--- src/bwss_pkg.sv ---
// shared types and constants of the battery wake sequencer supervisor
package bwss_pkg;

  localparam int IdW     = 29;
  localparam int DataW   = 64;
  localparam int MsW     = 16;
  localparam int CfgIdxW = 3;
  localparam int CfgDataW = 32;

  localparam logic [MsW-1:0] SettleReset    = 16'd500;
  localparam logic [MsW-1:0] WakeReset      = 16'd1000;
  localparam logic [MsW-1:0] HeartbeatReset = 16'd100;
  localparam logic [MsW-1:0] CapReset       = 16'd300;

  localparam int StandbyBit     = 1;
  localparam int OperationalBit = 3;
  localparam int ErrorBit       = 6;

  localparam logic [7:0] ValLow  = 8'hAA;
  localparam logic [7:0] ValHigh = 8'h55;

  // ceil(2^37 / 100): x / 100 == (x * DivRecip) >> DivShift for any 32-bit x
  localparam logic [31:0] DivRecip = 32'h51EB_851F;
  localparam int          DivShift = 37;

  localparam logic [1:0] BmsStandby = 2'd0;
  localparam logic [1:0] BmsActive  = 2'd1;
  localparam logic [1:0] BmsFault   = 2'd2;

  typedef enum logic [CfgIdxW-1:0] {
    REG_STATUS_ID    = 3'd0,
    REG_ELECTRICS_ID = 3'd1,
    REG_LIMITS_ID    = 3'd2,
    REG_SETTLE       = 3'd3,
    REG_WAKE         = 3'd4,
    REG_HEARTBEAT    = 3'd5,
    REG_CAP          = 3'd6
  } cfg_reg_t;

  typedef struct packed {
    logic [MsW-1:0] settle_delay_ms;
    logic [MsW-1:0] wake_delay_ms;
    logic [MsW-1:0] heartbeat_interval_ms;
    logic [MsW-1:0] port_current_cap_da;
  } back_cfg_t;

  typedef struct packed {
    logic             is_tick;
    logic             hit_status;
    logic             hit_electrics;
    logic             hit_limits;
    logic [DataW-1:0] frame_data;
  } queue_item_t;

  typedef struct packed {
    logic           safe_supply_on;
    logic           main_supply_on;
    logic           wake_on;
    logic [2:0]     sequence_step;
    logic           tx_valid;
    logic [63:0]    tx_data;
    logic [1:0]     bms_status;
    logic [15:0]    charge_limit_da;
    logic [15:0]    discharge_limit_da;
    logic [31:0]    charge_power_w;
    logic [31:0]    discharge_power_w;
  } result_t;

endpackage

--- src/bwss_front.sv ---
// front end: configuration registers and classification of incoming items
module bwss_front (
  input  logic                         clk,
  input  logic                         rst_n,
  input  logic                         in_tvalid,
  output logic                         in_tready,
  input  logic [bwss_pkg::IdW-1:0]     in_frame_id,
  input  logic [bwss_pkg::DataW-1:0]   in_frame_data,
  input  logic                         in_is_tick,
  input  logic                         cfg_valid,
  output logic                         cfg_ready,
  input  logic [bwss_pkg::CfgIdxW-1:0] cfg_index,
  input  logic [bwss_pkg::CfgDataW-1:0] cfg_data,
  input  logic                         q_full,
  output logic                         q_push,
  output bwss_pkg::queue_item_t        q_item,
  output bwss_pkg::back_cfg_t          back_cfg
);
  import bwss_pkg::*;

  logic [IdW-1:0] status_id_r;
  logic [IdW-1:0] electrics_id_r;
  logic [IdW-1:0] limits_id_r;
  back_cfg_t      cfg_r;

  assign cfg_ready = 1'b1;

  always_ff @(posedge clk) begin
    if (!rst_n) begin
      status_id_r                 <= '0;
      electrics_id_r              <= '0;
      limits_id_r                 <= '0;
      cfg_r.settle_delay_ms       <= SettleReset;
      cfg_r.wake_delay_ms         <= WakeReset;
      cfg_r.heartbeat_interval_ms <= HeartbeatReset;
      cfg_r.port_current_cap_da   <= CapReset;
    end else if (cfg_valid && cfg_ready) begin
      unique case (cfg_index)
        REG_STATUS_ID:    status_id_r    <= cfg_data[IdW-1:0];
        REG_ELECTRICS_ID: electrics_id_r <= cfg_data[IdW-1:0];
        REG_LIMITS_ID:    limits_id_r    <= cfg_data[IdW-1:0];
        REG_SETTLE:       cfg_r.settle_delay_ms       <= cfg_data[MsW-1:0];
        REG_WAKE:         cfg_r.wake_delay_ms         <= cfg_data[MsW-1:0];
        REG_HEARTBEAT:    cfg_r.heartbeat_interval_ms <= cfg_data[MsW-1:0];
        REG_CAP:          cfg_r.port_current_cap_da   <= cfg_data[MsW-1:0];
        default: ;
      endcase
    end
  end

  assign back_cfg  = cfg_r;
  assign in_tready = !q_full;
  assign q_push    = in_tvalid && in_tready;

  always_comb begin
    q_item.is_tick       = in_is_tick;
    q_item.hit_status    = !in_is_tick && (in_frame_id == status_id_r);
    q_item.hit_electrics = !in_is_tick && (in_frame_id == electrics_id_r);
    q_item.hit_limits    = !in_is_tick && (in_frame_id == limits_id_r);
    q_item.frame_data    = in_frame_data;
  end

endmodule

--- src/bwss_fifo.sv ---
// short item queue between front end and back end
module bwss_fifo #(
  parameter int DEPTH = 2
) (
  input  logic                  clk,
  input  logic                  rst_n,
  input  logic                  push,
  input  bwss_pkg::queue_item_t push_item,
  input  logic                  pop,
  output bwss_pkg::queue_item_t head_item,
  output logic                  empty,
  output logic                  full
);
  import bwss_pkg::*;

  localparam int AW = (DEPTH > 1) ? $clog2(DEPTH) : 1;
  localparam int CW = $clog2(DEPTH + 1);

  queue_item_t       slot_r [DEPTH];
  logic [AW-1:0]     wr_ptr_r;
  logic [AW-1:0]     rd_ptr_r;
  logic [CW-1:0]     count_r;

  assign empty     = (count_r == '0);
  assign full      = (count_r == CW'(DEPTH));
  assign head_item = slot_r[rd_ptr_r];

  always_ff @(posedge clk) begin
    if (!rst_n) begin
      wr_ptr_r <= '0;
      rd_ptr_r <= '0;
      count_r  <= '0;
    end else begin
      if (push) begin
        wr_ptr_r <= (wr_ptr_r == AW'(DEPTH - 1)) ? '0 : wr_ptr_r + 1'b1;
      end
      if (pop) begin
        rd_ptr_r <= (rd_ptr_r == AW'(DEPTH - 1)) ? '0 : rd_ptr_r + 1'b1;
      end
      if (push && !pop) begin
        count_r <= count_r + 1'b1;
      end else if (pop && !push) begin
        count_r <= count_r - 1'b1;
      end
    end
  end

  always_ff @(posedge clk) begin
    if (push) begin
      slot_r[wr_ptr_r] <= push_item;
    end
  end

endmodule

--- src/bwss_back.sv ---
// back end: sequencer, heartbeat, status tracking and limit/power pipeline
module bwss_back (
  input  logic                  clk,
  input  logic                  rst_n,
  input  bwss_pkg::back_cfg_t   back_cfg,
  input  bwss_pkg::queue_item_t head_item,
  input  logic                  q_empty,
  output logic                  q_pop,
  output logic                  res_valid,
  input  logic                  res_ready,
  output bwss_pkg::result_t     res
);
  import bwss_pkg::*;

  typedef enum logic [2:0] {
    STEP_INIT    = 3'd0,
    STEP_SAFE    = 3'd1,
    STEP_MAIN    = 3'd2,
    STEP_REQUEST = 3'd3,
    STEP_RUNNING = 3'd4
  } step_t;

  // sequencer and supervisor state
  step_t       step_r, step_nxt;
  logic [31:0] now_r, now_nxt;
  logic [31:0] entry_r, entry_nxt;
  logic [31:0] last_tx_r, last_tx_nxt;
  logic [7:0]  alive_r, alive_nxt;
  logic        seen_r, seen_nxt;
  logic        standby_r, standby_nxt;
  logic        oper_r, oper_nxt;
  logic        err_r, err_nxt;
  logic [15:0] volt_r, volt_nxt;
  logic [15:0] chg_raw_r, chg_raw_nxt;
  logic [15:0] dis_raw_r, dis_raw_nxt;

  logic [31:0] held;
  logic [31:0] since_tx;
  logic        tx;
  logic [63:0] txd;
  logic [1:0]  bms;
  logic [15:0] chg;
  logic [15:0] dis;
  logic [14:0] volt_pos;
  logic        gate;
  logic        adv;

  // stage a: state outcome
  logic        a_valid_r;
  logic [2:0]  a_step_r;
  logic        a_tx_r;
  logic [63:0] a_txd_r;
  logic [1:0]  a_bms_r;
  logic [15:0] a_chg_r;
  logic [15:0] a_dis_r;
  logic [14:0] a_volt_r;

  // stage b: limit times voltage
  logic        b_valid_r;
  logic [2:0]  b_step_r;
  logic        b_tx_r;
  logic [63:0] b_txd_r;
  logic [1:0]  b_bms_r;
  logic [15:0] b_chg_r;
  logic [15:0] b_dis_r;
  logic [30:0] b_pc_r;
  logic [30:0] b_pd_r;

  // stage c: output register
  logic        c_valid_r;
  result_t     c_res_r;

  logic [63:0] pc_scaled;
  logic [63:0] pd_scaled;

  assign adv   = !c_valid_r || res_ready;
  assign q_pop = adv && !q_empty;

  always_comb begin
    step_nxt    = step_r;
    now_nxt     = now_r;
    entry_nxt   = entry_r;
    last_tx_nxt = last_tx_r;
    alive_nxt   = alive_r;
    seen_nxt    = seen_r;
    standby_nxt = standby_r;
    oper_nxt    = oper_r;
    err_nxt     = err_r;
    volt_nxt    = volt_r;
    chg_raw_nxt = chg_raw_r;
    dis_raw_nxt = dis_raw_r;
    tx          = 1'b0;
    txd         = '0;
    held        = '0;
    since_tx    = '0;

    if (!head_item.is_tick) begin
      if (head_item.hit_status) begin
        standby_nxt = head_item.frame_data[StandbyBit];
        oper_nxt    = head_item.frame_data[OperationalBit];
        err_nxt     = head_item.frame_data[ErrorBit];
        seen_nxt    = 1'b1;
      end
      if (head_item.hit_electrics) begin
        volt_nxt = head_item.frame_data[31:16];
      end
      if (head_item.hit_limits) begin
        chg_raw_nxt = head_item.frame_data[47:32];
        dis_raw_nxt = head_item.frame_data[63:48];
      end
    end else begin
      now_nxt = now_r + 32'd1;
      held    = now_nxt - entry_r;
      unique case (step_r)
        STEP_INIT: begin
          entry_nxt = now_nxt;
          step_nxt  = STEP_SAFE;
        end
        STEP_SAFE: begin
          if (held >= {16'd0, back_cfg.settle_delay_ms}) begin
            entry_nxt = now_nxt;
            step_nxt  = STEP_MAIN;
          end
        end
        STEP_MAIN: begin
          if (held >= {16'd0, back_cfg.wake_delay_ms}) begin
            entry_nxt = now_nxt;
            step_nxt  = STEP_REQUEST;
          end
        end
        STEP_REQUEST: begin
          if (seen_r && standby_r) begin
            step_nxt = STEP_RUNNING;
          end
        end
        default: ;
      endcase
      since_tx = now_nxt - last_tx_r;
      if (since_tx >= {16'd0, back_cfg.heartbeat_interval_ms}) begin
        tx          = 1'b1;
        last_tx_nxt = now_nxt;
        alive_nxt   = alive_r + 8'd1;
        txd = {ValHigh, ValLow, 24'd0, alive_r, 8'd0, 7'd0,
               (step_nxt == STEP_RUNNING) && !err_r};
      end
    end

    gate     = seen_nxt && (step_nxt == STEP_RUNNING) && !err_nxt && oper_nxt;
    bms      = !seen_nxt ? BmsStandby :
               (err_nxt ? BmsFault : (oper_nxt ? BmsActive : BmsStandby));
    chg      = !gate ? 16'd0 :
               ((chg_raw_nxt < back_cfg.port_current_cap_da) ? chg_raw_nxt
                                                             : back_cfg.port_current_cap_da);
    dis      = !gate ? 16'd0 :
               ((dis_raw_nxt < back_cfg.port_current_cap_da) ? dis_raw_nxt
                                                             : back_cfg.port_current_cap_da);
    volt_pos = volt_nxt[15] ? 15'd0 : volt_nxt[14:0];
  end

  assign pc_scaled = {33'd0, b_pc_r} * {32'd0, DivRecip};
  assign pd_scaled = {33'd0, b_pd_r} * {32'd0, DivRecip};

  always_ff @(posedge clk) begin
    if (!rst_n) begin
      step_r    <= STEP_INIT;
      now_r     <= '0;
      entry_r   <= '0;
      last_tx_r <= '0;
      alive_r   <= '0;
      seen_r    <= 1'b0;
      standby_r <= 1'b0;
      oper_r    <= 1'b0;
      err_r     <= 1'b0;
      volt_r    <= '0;
      chg_raw_r <= '0;
      dis_raw_r <= '0;
      a_valid_r <= 1'b0;
      b_valid_r <= 1'b0;
      c_valid_r <= 1'b0;
    end else begin
      if (q_pop) begin
        step_r    <= step_nxt;
        now_r     <= now_nxt;
        entry_r   <= entry_nxt;
        last_tx_r <= last_tx_nxt;
        alive_r   <= alive_nxt;
        seen_r    <= seen_nxt;
        standby_r <= standby_nxt;
        oper_r    <= oper_nxt;
        err_r     <= err_nxt;
        volt_r    <= volt_nxt;
        chg_raw_r <= chg_raw_nxt;
        dis_raw_r <= dis_raw_nxt;
      end
      if (adv) begin
        a_valid_r <= q_pop;
        b_valid_r <= a_valid_r;
        c_valid_r <= b_valid_r;
      end
    end

    if (adv) begin
      a_step_r <= step_nxt;
      a_tx_r   <= tx;
      a_txd_r  <= txd;
      a_bms_r  <= bms;
      a_chg_r  <= chg;
      a_dis_r  <= dis;
      a_volt_r <= volt_pos;

      b_step_r <= a_step_r;
      b_tx_r   <= a_tx_r;
      b_txd_r  <= a_txd_r;
      b_bms_r  <= a_bms_r;
      b_chg_r  <= a_chg_r;
      b_dis_r  <= a_dis_r;
      b_pc_r   <= {15'd0, a_chg_r} * {16'd0, a_volt_r};
      b_pd_r   <= {15'd0, a_dis_r} * {16'd0, a_volt_r};

      c_res_r.safe_supply_on     <= (b_step_r >= STEP_SAFE);
      c_res_r.main_supply_on     <= (b_step_r >= STEP_MAIN);
      c_res_r.wake_on            <= (b_step_r >= STEP_REQUEST);
      c_res_r.sequence_step      <= b_step_r;
      c_res_r.tx_valid           <= b_tx_r;
      c_res_r.tx_data            <= b_txd_r;
      c_res_r.bms_status         <= b_bms_r;
      c_res_r.charge_limit_da    <= b_chg_r;
      c_res_r.discharge_limit_da <= b_dis_r;
      c_res_r.charge_power_w     <= {5'd0, pc_scaled[63:DivShift]};
      c_res_r.discharge_power_w  <= {5'd0, pd_scaled[63:DivShift]};
    end
  end

  assign res_valid = c_valid_r;
  assign res       = c_res_r;

endmodule

--- src/battery_wake_sequencer_supervisor.sv ---
// top level of the battery wake sequencer supervisor
//
//   channel  | direction | handshake            | contents
//   in_      | slave     | in_tvalid/in_tready  | tick or received frame
//   out_     | master    | out_tvalid/out_tready| pins, status, frame, limits
//   cfg_     | slave     | cfg_valid/cfg_ready  | register index and value
//
// one item per cycle sustained unless the output stalls; each accepted item passes
// queue, state update, multiply, scale by 1/100 into the output register
// synchronous active-low reset, no clearing pass; cfg_ready is always high
// a stalled output holds the pipeline; the queue keeps in_tready high
// until it fills
module battery_wake_sequencer_supervisor #(
  parameter int QUEUE_DEPTH = 2
) (
  input  logic                           clk,
  input  logic                           rst_n,
  input  logic                           in_tvalid,
  output logic                           in_tready,
  input  logic [95:0]                    in_tdata,   // frame_id, frame_data, zero pad
  input  logic                           in_tuser,   // opcode
  output logic                           out_tvalid,
  input  logic                           out_tready,
  output logic [175:0]                   out_tdata,  // safe_supply_on, main_supply_on,
                                                     // wake_on, sequence_step, tx_valid,
                                                     // tx_data, bms_status,
                                                     // charge_limit_da,
                                                     // discharge_limit_da,
                                                     // charge_power_w,
                                                     // discharge_power_w, zero pad
  input  logic                           cfg_valid,
  output logic                           cfg_ready,
  input  logic [bwss_pkg::CfgIdxW-1:0]   cfg_index,
  input  logic [bwss_pkg::CfgDataW-1:0]  cfg_data
);
  import bwss_pkg::*;

  queue_item_t push_item;
  queue_item_t head_item;
  back_cfg_t   back_cfg;
  result_t     res;
  logic        q_push;
  logic        q_pop;
  logic        q_empty;
  logic        q_full;

  bwss_front u_front (
    .clk           (clk),
    .rst_n         (rst_n),
    .in_tvalid     (in_tvalid),
    .in_tready     (in_tready),
    .in_frame_id   (in_tdata[IdW-1:0]),
    .in_frame_data (in_tdata[IdW+DataW-1:IdW]),
    .in_is_tick    (in_tuser),
    .cfg_valid     (cfg_valid),
    .cfg_ready     (cfg_ready),
    .cfg_index     (cfg_index),
    .cfg_data      (cfg_data),
    .q_full        (q_full),
    .q_push        (q_push),
    .q_item        (push_item),
    .back_cfg      (back_cfg)
  );

  bwss_fifo #(
    .DEPTH (QUEUE_DEPTH)
  ) u_fifo (
    .clk       (clk),
    .rst_n     (rst_n),
    .push      (q_push),
    .push_item (push_item),
    .pop       (q_pop),
    .head_item (head_item),
    .empty     (q_empty),
    .full      (q_full)
  );

  bwss_back u_back (
    .clk       (clk),
    .rst_n     (rst_n),
    .back_cfg  (back_cfg),
    .head_item (head_item),
    .q_empty   (q_empty),
    .q_pop     (q_pop),
    .res_valid (out_tvalid),
    .res_ready (out_tready),
    .res       (res)
  );

  assign out_tdata = {7'd0,
                      res.discharge_power_w,
                      res.charge_power_w,
                      res.discharge_limit_da,
                      res.charge_limit_da,
                      res.bms_status,
                      res.tx_data,
                      res.tx_valid,
                      res.sequence_step,
                      res.wake_on,
                      res.main_supply_on,
                      res.safe_supply_on};

  a_tx_data_quiet: assert property (@(posedge clk) disable iff (!rst_n)
    out_tvalid && !res.tx_valid |-> res.tx_data == '0)
    else $error("tx_data set without tx_valid");

  a_pin_order: assert property (@(posedge clk) disable iff (!rst_n)
    out_tvalid |-> (!res.wake_on || res.main_supply_on) &&
                   (!res.main_supply_on || res.safe_supply_on))
    else $error("supply pins out of sequence");

  a_power_gated: assert property (@(posedge clk) disable iff (!rst_n)
    out_tvalid && res.charge_limit_da == '0 |-> res.charge_power_w == '0)
    else $error("charge power without charge limit");

  a_limits_need_status: assert property (@(posedge clk) disable iff (!rst_n)
    out_tvalid && (res.charge_limit_da != '0 || res.discharge_limit_da != '0) |->
      res.wake_on && res.bms_status == BmsActive)
    else $error("limits reported outside running step");

endmodule
--- config.mk ---
export PLATFORM = sky130hd
export DESIGN_NAME = battery_wake_sequencer_supervisor
export DESIGN_NICKNAME = d
export VERILOG_FILES = /design/src/bwss_pkg.sv /design/src/bwss_front.sv /design/src/bwss_fifo.sv /design/src/bwss_back.sv /design/src/battery_wake_sequencer_supervisor.sv
export SDC_FILE = /design/constraint.sdc
export NUM_CORES = 2
export LEC_CHECK = 0
export ABC_AREA = 1
export BUFFER_PORTS_ARGS = -buffer_cell sky130_fd_sc_hd__buf_2
export CAP_MARGIN = 25
export CORE_MARGIN = 3
export CORE_UTILIZATION = 40
export CTS_BUF_LIST = sky130_fd_sc_hd__clkbuf_4 sky130_fd_sc_hd__clkbuf_8
export DETAILED_ROUTE_END_ITERATION = 8
export PLACE_DENSITY_LB_ADDON = 0.15
export SLEW_MARGIN = 20
export SYNTH_ARGS = -nofsm -noshare
export SYNTH_HDL_FRONTEND = slang
export SYNTH_SLANG_ARGS = --single-unit
--- constraint.sdc ---
create_clock -name clk -period 6.85 [get_ports clk]
set_input_delay 1.37 -clock clk [delete_from_list [all_inputs] [get_ports clk]]
set_output_delay 1.37 -clock clk [all_outputs]
set_load 0.01 [all_outputs]
# [Word level (Yosys, flattened, before mapping)]
# Memory sizes are Yosys's and may differ from the RTL's. A register that Yosys moved wholly into a read port is not among the register bits.
# Cells that the tools add are included.
[totals] regBits=753 ram_bits=136 inputBits=137 output_inout_bits=179 wordCells=167 n_memories=1
[memory_table] memory="u_fifo.slot_r" depth=2 width=68 read_ports=1 rd_clocked_by_memory_dff=1 wr=1 line="bwss_fifo.sv:19" text="queue_item_t slot_r [DEPTH];"
[classes] addsub=8 multipliers=4 order_cmp=8 n_eq_ne=17 n_mux=35 n_bitwise=2 reduce_logical=39
[op_table] cell="16-bit two-way mux" count=8
[op_table] cell="31-bit by 31-bit multiplier with 62-bit output (second input constant)" count=2
[op_table] cell="32-bit by 16-bit >= comparator with 1-bit output" count=3
[op_table] cell="32-bit case mux with 3 select lines" count=1
[op_table] cell="29-bit == test" count=3
[op_table] cell="32-bit two-way mux" count=2
[op_table] cell="32-bit subtractor" count=2
[op_table] cell="63-bit two-way mux" count=1
[op_table] cell="16-bit by 15-bit multiplier with 31-bit output" count=2
[op_table] cell="32-bit by 1-bit adder with 32-bit output (second input constant)" count=1
[op_table] cell="16-bit less-than comparator" count=2
[op_table] cell="2-bit AND reduction" count=9
[op_table] cell="3-bit == test (second input constant)" count=5
[op_table] cell="3-bit two-way mux" count=5
[op_table] cell="1-bit two-way mux" count=14
[op_table] cell="3-bit by 2-bit == test with 1-bit output (second input constant)" count=4
[op_table] cell="1-bit logical AND" count=12
[op_table] cell="3-bit case mux with 4 select lines" count=1
[op_table] cell="8-bit by 1-bit adder with 8-bit output (second input constant)" count=1
[op_table] cell="1-bit zero test" count=8
[op_table] cell="3-bit by 1-bit == test with 1-bit output (second input constant)" count=2
[op_table] cell="3-bit by 2-bit >= comparator with 1-bit output (second input constant)" count=2
[op_table] cell="3-bit zero test" count=2
[op_table] cell="2-bit two-way mux" count=3
[op_table] cell="other kinds (14)" count=18

# [Depth between registers and ports, before layout]
[logic_depth] depth_word=11 mapped_depth=39 depth_no_buf=38

# [Hierarchy]
# Synthesis repeated with hierarchy kept, for this count alone.
[unflattened] hier_cells=9769 hier_area_um2=85488.2
[by_module_without_submodules] mod="bwss_back" instances=1 cells_each=8424 area_per_inst_um2=72952.5 seq_area_each_um2=11380.9
[by_module_without_submodules] mod="bwss_front" instances=1 cells_each=1090 area_per_inst_um2=7254.5 seq_area_each_um2=3022.9
[by_module_without_submodules] mod="bwss_fifo" instances=1 cells_each=247 area_per_inst_um2=5225.0 seq_area_each_um2=4184.0
[by_module_without_submodules] mod="battery_wake_sequencer_supervisor" instances=1 cells_each=8 area_per_inst_um2=56.3 seq_area_each_um2=0.0

# [Worst setup path after synthesis]
# Ideal clock, no wire load.
[synth_timing] path_type="input to register" startpoint="input out_tready" endpoint="register u_back.a_bms_r[0] (enable)" setup_time_ps=623 arrival_ps=6700 required_time_ps=6227 setup_slack_ps=-473 path_stages=2 n_path_buf=0 cell_sequence="nor2_1 > inv_1"
[synth_via] elab_chain_len=1
[synth_lines] item="start, declared" line="battery_wake_sequencer_supervisor.sv:23" text="input logic out_tready,"
[synth_lines] item="1-bit logical OR" line="bwss_back.sv:76" text="assign adv = !c_valid_r || res_ready;"
[synth_lines] item="named net u_back.adv" line="bwss_back.sv:46" text="logic adv;"
[synth_lines] item="end signal, assigned" line="bwss_back.sv:206" text="a_bms_r <= bms;"
[synth_lines] item="end, declared" line="bwss_back.sv:53" text="logic [1:0] a_bms_r;"
# The timed path passes the listed nets, and every way through them passes these cells.
# A chain may end at the register's enable or synchronous reset.

# [Final worst setup path]
[layout_timing] startpoint="register u_back.b_pd_r[15]" endpoint="register u_back.c_res_r (netlist bit u_back.res[21]) (data pin)"
[layout_via] elab_chain_len=1
[layout_lines] item="start, declared" line="bwss_back.sv:67" text="logic [30:0] b_pd_r;"
[layout_lines] item="start signal, assigned" line="bwss_back.sv:218" text="b_pd_r <= {15'd0, a_dis_r} * {16'd0, a_volt_r};"
[layout_lines] item="31-bit by 31-bit multiplier with 62-bit output" line="bwss_back.sv:161" text="assign pd_scaled = {33'd0, b_pd_r} * {32'd0, DivRecip};"
[layout_lines] item="named net u_back.pd_scaled[58]" line="bwss_back.sv:74" text="logic [63:0] pd_scaled;"
[layout_lines] item="end, declared" line="bwss_back.sv:71" text="result_t c_res_r;"
# The timed path passes the listed nets, and every way through them passes these cells.

==> results.py <==
metrics = {
    "timing": {
        "setup_viol": 0,
        "finalClockSkew_ns": 0.0431,
        "maxSlewViolCount": 0,
        "hold_viol": 0,
        "max-slew-margin-rel_pct": 31.1,
        "tightest_slew_ns": 1.03,
        "rsz0062_at_grt": "yes",
        "timing.final.ws_setup_ns": 0.109,
        "layout_worst_path_cycle_share_pct": 98.4,
        "fin_crit_ns": 6.74,
        "clock.fmax_ghz": 0.148,
        "tns_ns": 0,
    },
    "routing": {
        "vias": 62162,
        "wire_per_inst_um": 18.0,
        "wl_um": 232000,
        "ant_nets": 0,
        "drc_errors": 0,
        "drt-initial-drc-count": 3396,
        "viasPerCell": 4.84,
        "first_pass_iters": 7,
    },
    "clocking": {
        "clockBufferDepth": 3,
        "clk_pin_slew_ns": 0.06,
        "cts_buffers": 134,
        "cts_root_buffer": "clkbuf_8",
        "holdBufCountCts": 0,
        "cts-htree-levels": 4,
        "cts_tree": "done",
        "cts_num_sinks": 699,
        "clk-insertion-delay-late_ns": 0.88,
    },
    "worst_setup_path": {
        "cp.required_ns": 7.46,
        "worstPathMaxFanout": 6,
        "rr_startpoint": "u_back.b_pd_r[15]$_DFFE_PP_",
        "start_kind": "register",
        "critPathLaunch": "u_back.b_pd_r[15]$_DFFE_PP_",
        "worstPathArrival_ns": 7.36,
        "path_class": "reg2reg",
        "cp-end-kind": "register",
    },
    "synthesis": {
        "ys_warn_count": 0,
        "yosysSeqAreaShare_pct": 21.6,
        "ys_ff_latch": 699,
        "synth_cell_types": 67,
        "synth_top_area_cell": "fa_1",
        "synth_common_cells": "inv_1 (2325), nand2_1 (1487), fa_1 (1112)",
        "synthFlopType": "edfxtp_1",
        "synthCells": 9409,
        "synth_area_leaders": "fa_1 (27%), ha_1 (17%), edfxtp_1 (14%), inv_1 (11%), dfxtp_1 (7.7%)",
        "synth_most_common_cell": "inv_1",
        "synth_top_cell_area_share_pct": 27.0,
        "syn-cell-area_um2": 82500,
        "synth.avg_cell_area_um2": 8.77,
        "synthArstFlopShare_pct": 0,
        "synth-edff-count": 381,
    },
    "global_routing": {
        "grt_pass1_wl_um": 364000,
        "track_usage_pct": 22.1,
        "grt_start_max_net_pins": 229,
        "antenna_found_initial": 17,
        "grt_pass1_vias": 64438,
        "grt_overflow": 0,
    },
    "final_layout": {
        "fill_cells": 20183,
        "drive_gt1_share_pct": 11.8,
        "multi_input_area_um2": 55800,
        "nNetsFinal": 12391,
        "syn2layout_area_growth_pct": 13.5,
        "layoutNonFillerInstCount": 12839,
        "regArea_um2": 17800,
    },
    "placement": {
        "dpl.cell_count": 12563,
        "dp_hpwl_um": 194000,
        "preCtsSetupSlack_ns": -0.0958,
        "routabilityCongestion": 0.945,
        "io_buffer_count": 227,
    },
    "die": {
        "rows": 166,
        "ios": 316,
        "die_y_um": 460,
        "die_area_um2": 212000,
        "die_w_um": 460,
        "start_util_pct": 40.3,
        "coreArea_um2": 205000,
    },
    "job": {
        "max_cap_violations": 0,
    },
    "worst_hold_path": {
        "hold_path.class": "reg2reg",
        "hp-start": "u_back.b_txd_r[18]$_DFFE_PP_",
    },
    "status": {
        "status": "finished, final reports clean",
    },
}
[state kept, by name, indices dropped and copies added, names as in the netlist, 29 cells and up, named ones only]
register                count
u_front.status_id_r        29
u_back.b_pc_r              31
u_front.back_cfg           64
u_front.electrics_id_r     29
u_front.limits_id_r        29
u_back.res                100
u_fifo.slot_r             110
u_back.entry_r             32
u_back.b_pd_r              31
u_back.now_r               32
u_back.last_tx_r           32
[placed cells by master (no fill, tap or decap), types with 22 or more instances in the layout]
cell,instances
inv_1,2309
nand2_1,1474
fa_1,1081
ha_1,1071
nor2_1,683
buf_4,441
a21oi_1,416
o21ai_0,389
edfxtp_1,381
dfxtp_1,317
buf_2,226
clkbuf_8,157
nand3_1,153
xor2_1,142
xnor2_1,81
a31oi_1,72
conb_1,69
o211ai_1,55
clkbuf_4,47
nor3_1,42
nor2_2,40
nand4_1,37
fa_2,31
a21oi_2,28
nand2_2,25
o21a_1,25
ha_4,25
buf_12,23
inv_2,22
[through the flow]
step                cell area, µm²  utilization, %  hold slack, ns
finish                       93700            45.7           0.391
global route                 93600            45.7           0.408
CTS                          92500            45.2           0.388
detailed placement           89500            43.7           0.405
global placement             89500            43.7           0.402
floorplan                    82800               -           0.400
[worst paths after layout]
kind,endpoint,slack (ns),depth (start not counted)
setup / recovery,u_back.res[21]$_DFFE_PP_,0.11,25
hold / removal,u_back.res[116]$_DFFE_PP_,0.39,0
setup reg to reg,u_back.res[21]$_DFFE_PP_,0.11,25
hold reg to reg,u_back.res[116]$_DFFE_PP_,0.39,0
[worst max-delay path, cell delays in order (launching register included)]
cell and delay (ns):
edfxtp_1 0.55, buf_4 0.21, ha_1 0.30, fa_1 0.48, fa_1 0.51, inv_1 0.05, fa_1 0.54, fa_1 0.44
fa_1 0.52, fa_1 0.43, fa_1 0.53, inv_1 0.08, ha_4 0.28, nand2_1 0.09, nor2_2 0.16, inv_1 0.11
nor4_4 0.22, buf_4 0.18, o21ai_4 0.06, nand3_4 0.11, nand3_2 0.07, o211ai_1 0.14, a21oi_2 0.11, nor2_1 0.11
nor2_1 0.06, xnor2_1 0.15
[layout make-up]
| class | count | area share [%] |
|---|---|---|
| antenna | 10 | 0.0267 |
| sequential | 699 | 19.0 |
| multi-input combinational | 6167 | 59.5 |
| clock buffer | 204 | 2.68 |
| tap | 2688 | 3.59 |
| inverter | 2335 | 9.36 |
| timing repair buffer | 700 | 5.35 |
| clock inverter | 36 | 0.433 |
[cells by family (layout without fill, tap and decap cells)]
logic type | count (synthesis) | in the layout | synth area share [%]
flip-flops | 699 | 699 | 21.6
XOR/XNOR | 224 | 224 | 2.38
AO/OA/AOI/OAI | 1120 | 1120 | 7.53
buffers and inverters | 2610 | 3275 | 12.4
adder cells (fa/ha/maj) | 2217 | 2217 | 43.7
other | 2 | 79 | 0.00910
AND/OR/NAND/NOR | 2536 | 2536 | 12.4
multiplexers | 1 | 1 | 0.0121
[metal layers]
| metal | vias to the layer above | track usage [%] | share of wire (%) |
|---|---|---|---|
| met5 | - | 0 | 0.018 |
| met4 | 6 | 5.74 | 2.5 |
| met3 | 259 | 2.93 | 4.4 |
| met2 | 1211 | 36.1 | 46 |
| met1 | 30410 | 30.9 | 47 |
| li1 | 30276 | - | - |
[timing repair]
| item | CTS | global route |
|---|---|---|
| pin swaps | 2 | 59 |
| buffers inserted | 3 | 23 |
| resized for setup | 11 | 217 |
| setup endpoints to repair | 10 | 38 |
| cloned | 0 | 0 |
Power is not shown: default switching activity piles up to over one toggle a cycle in this logic, so the estimate is an artifact.
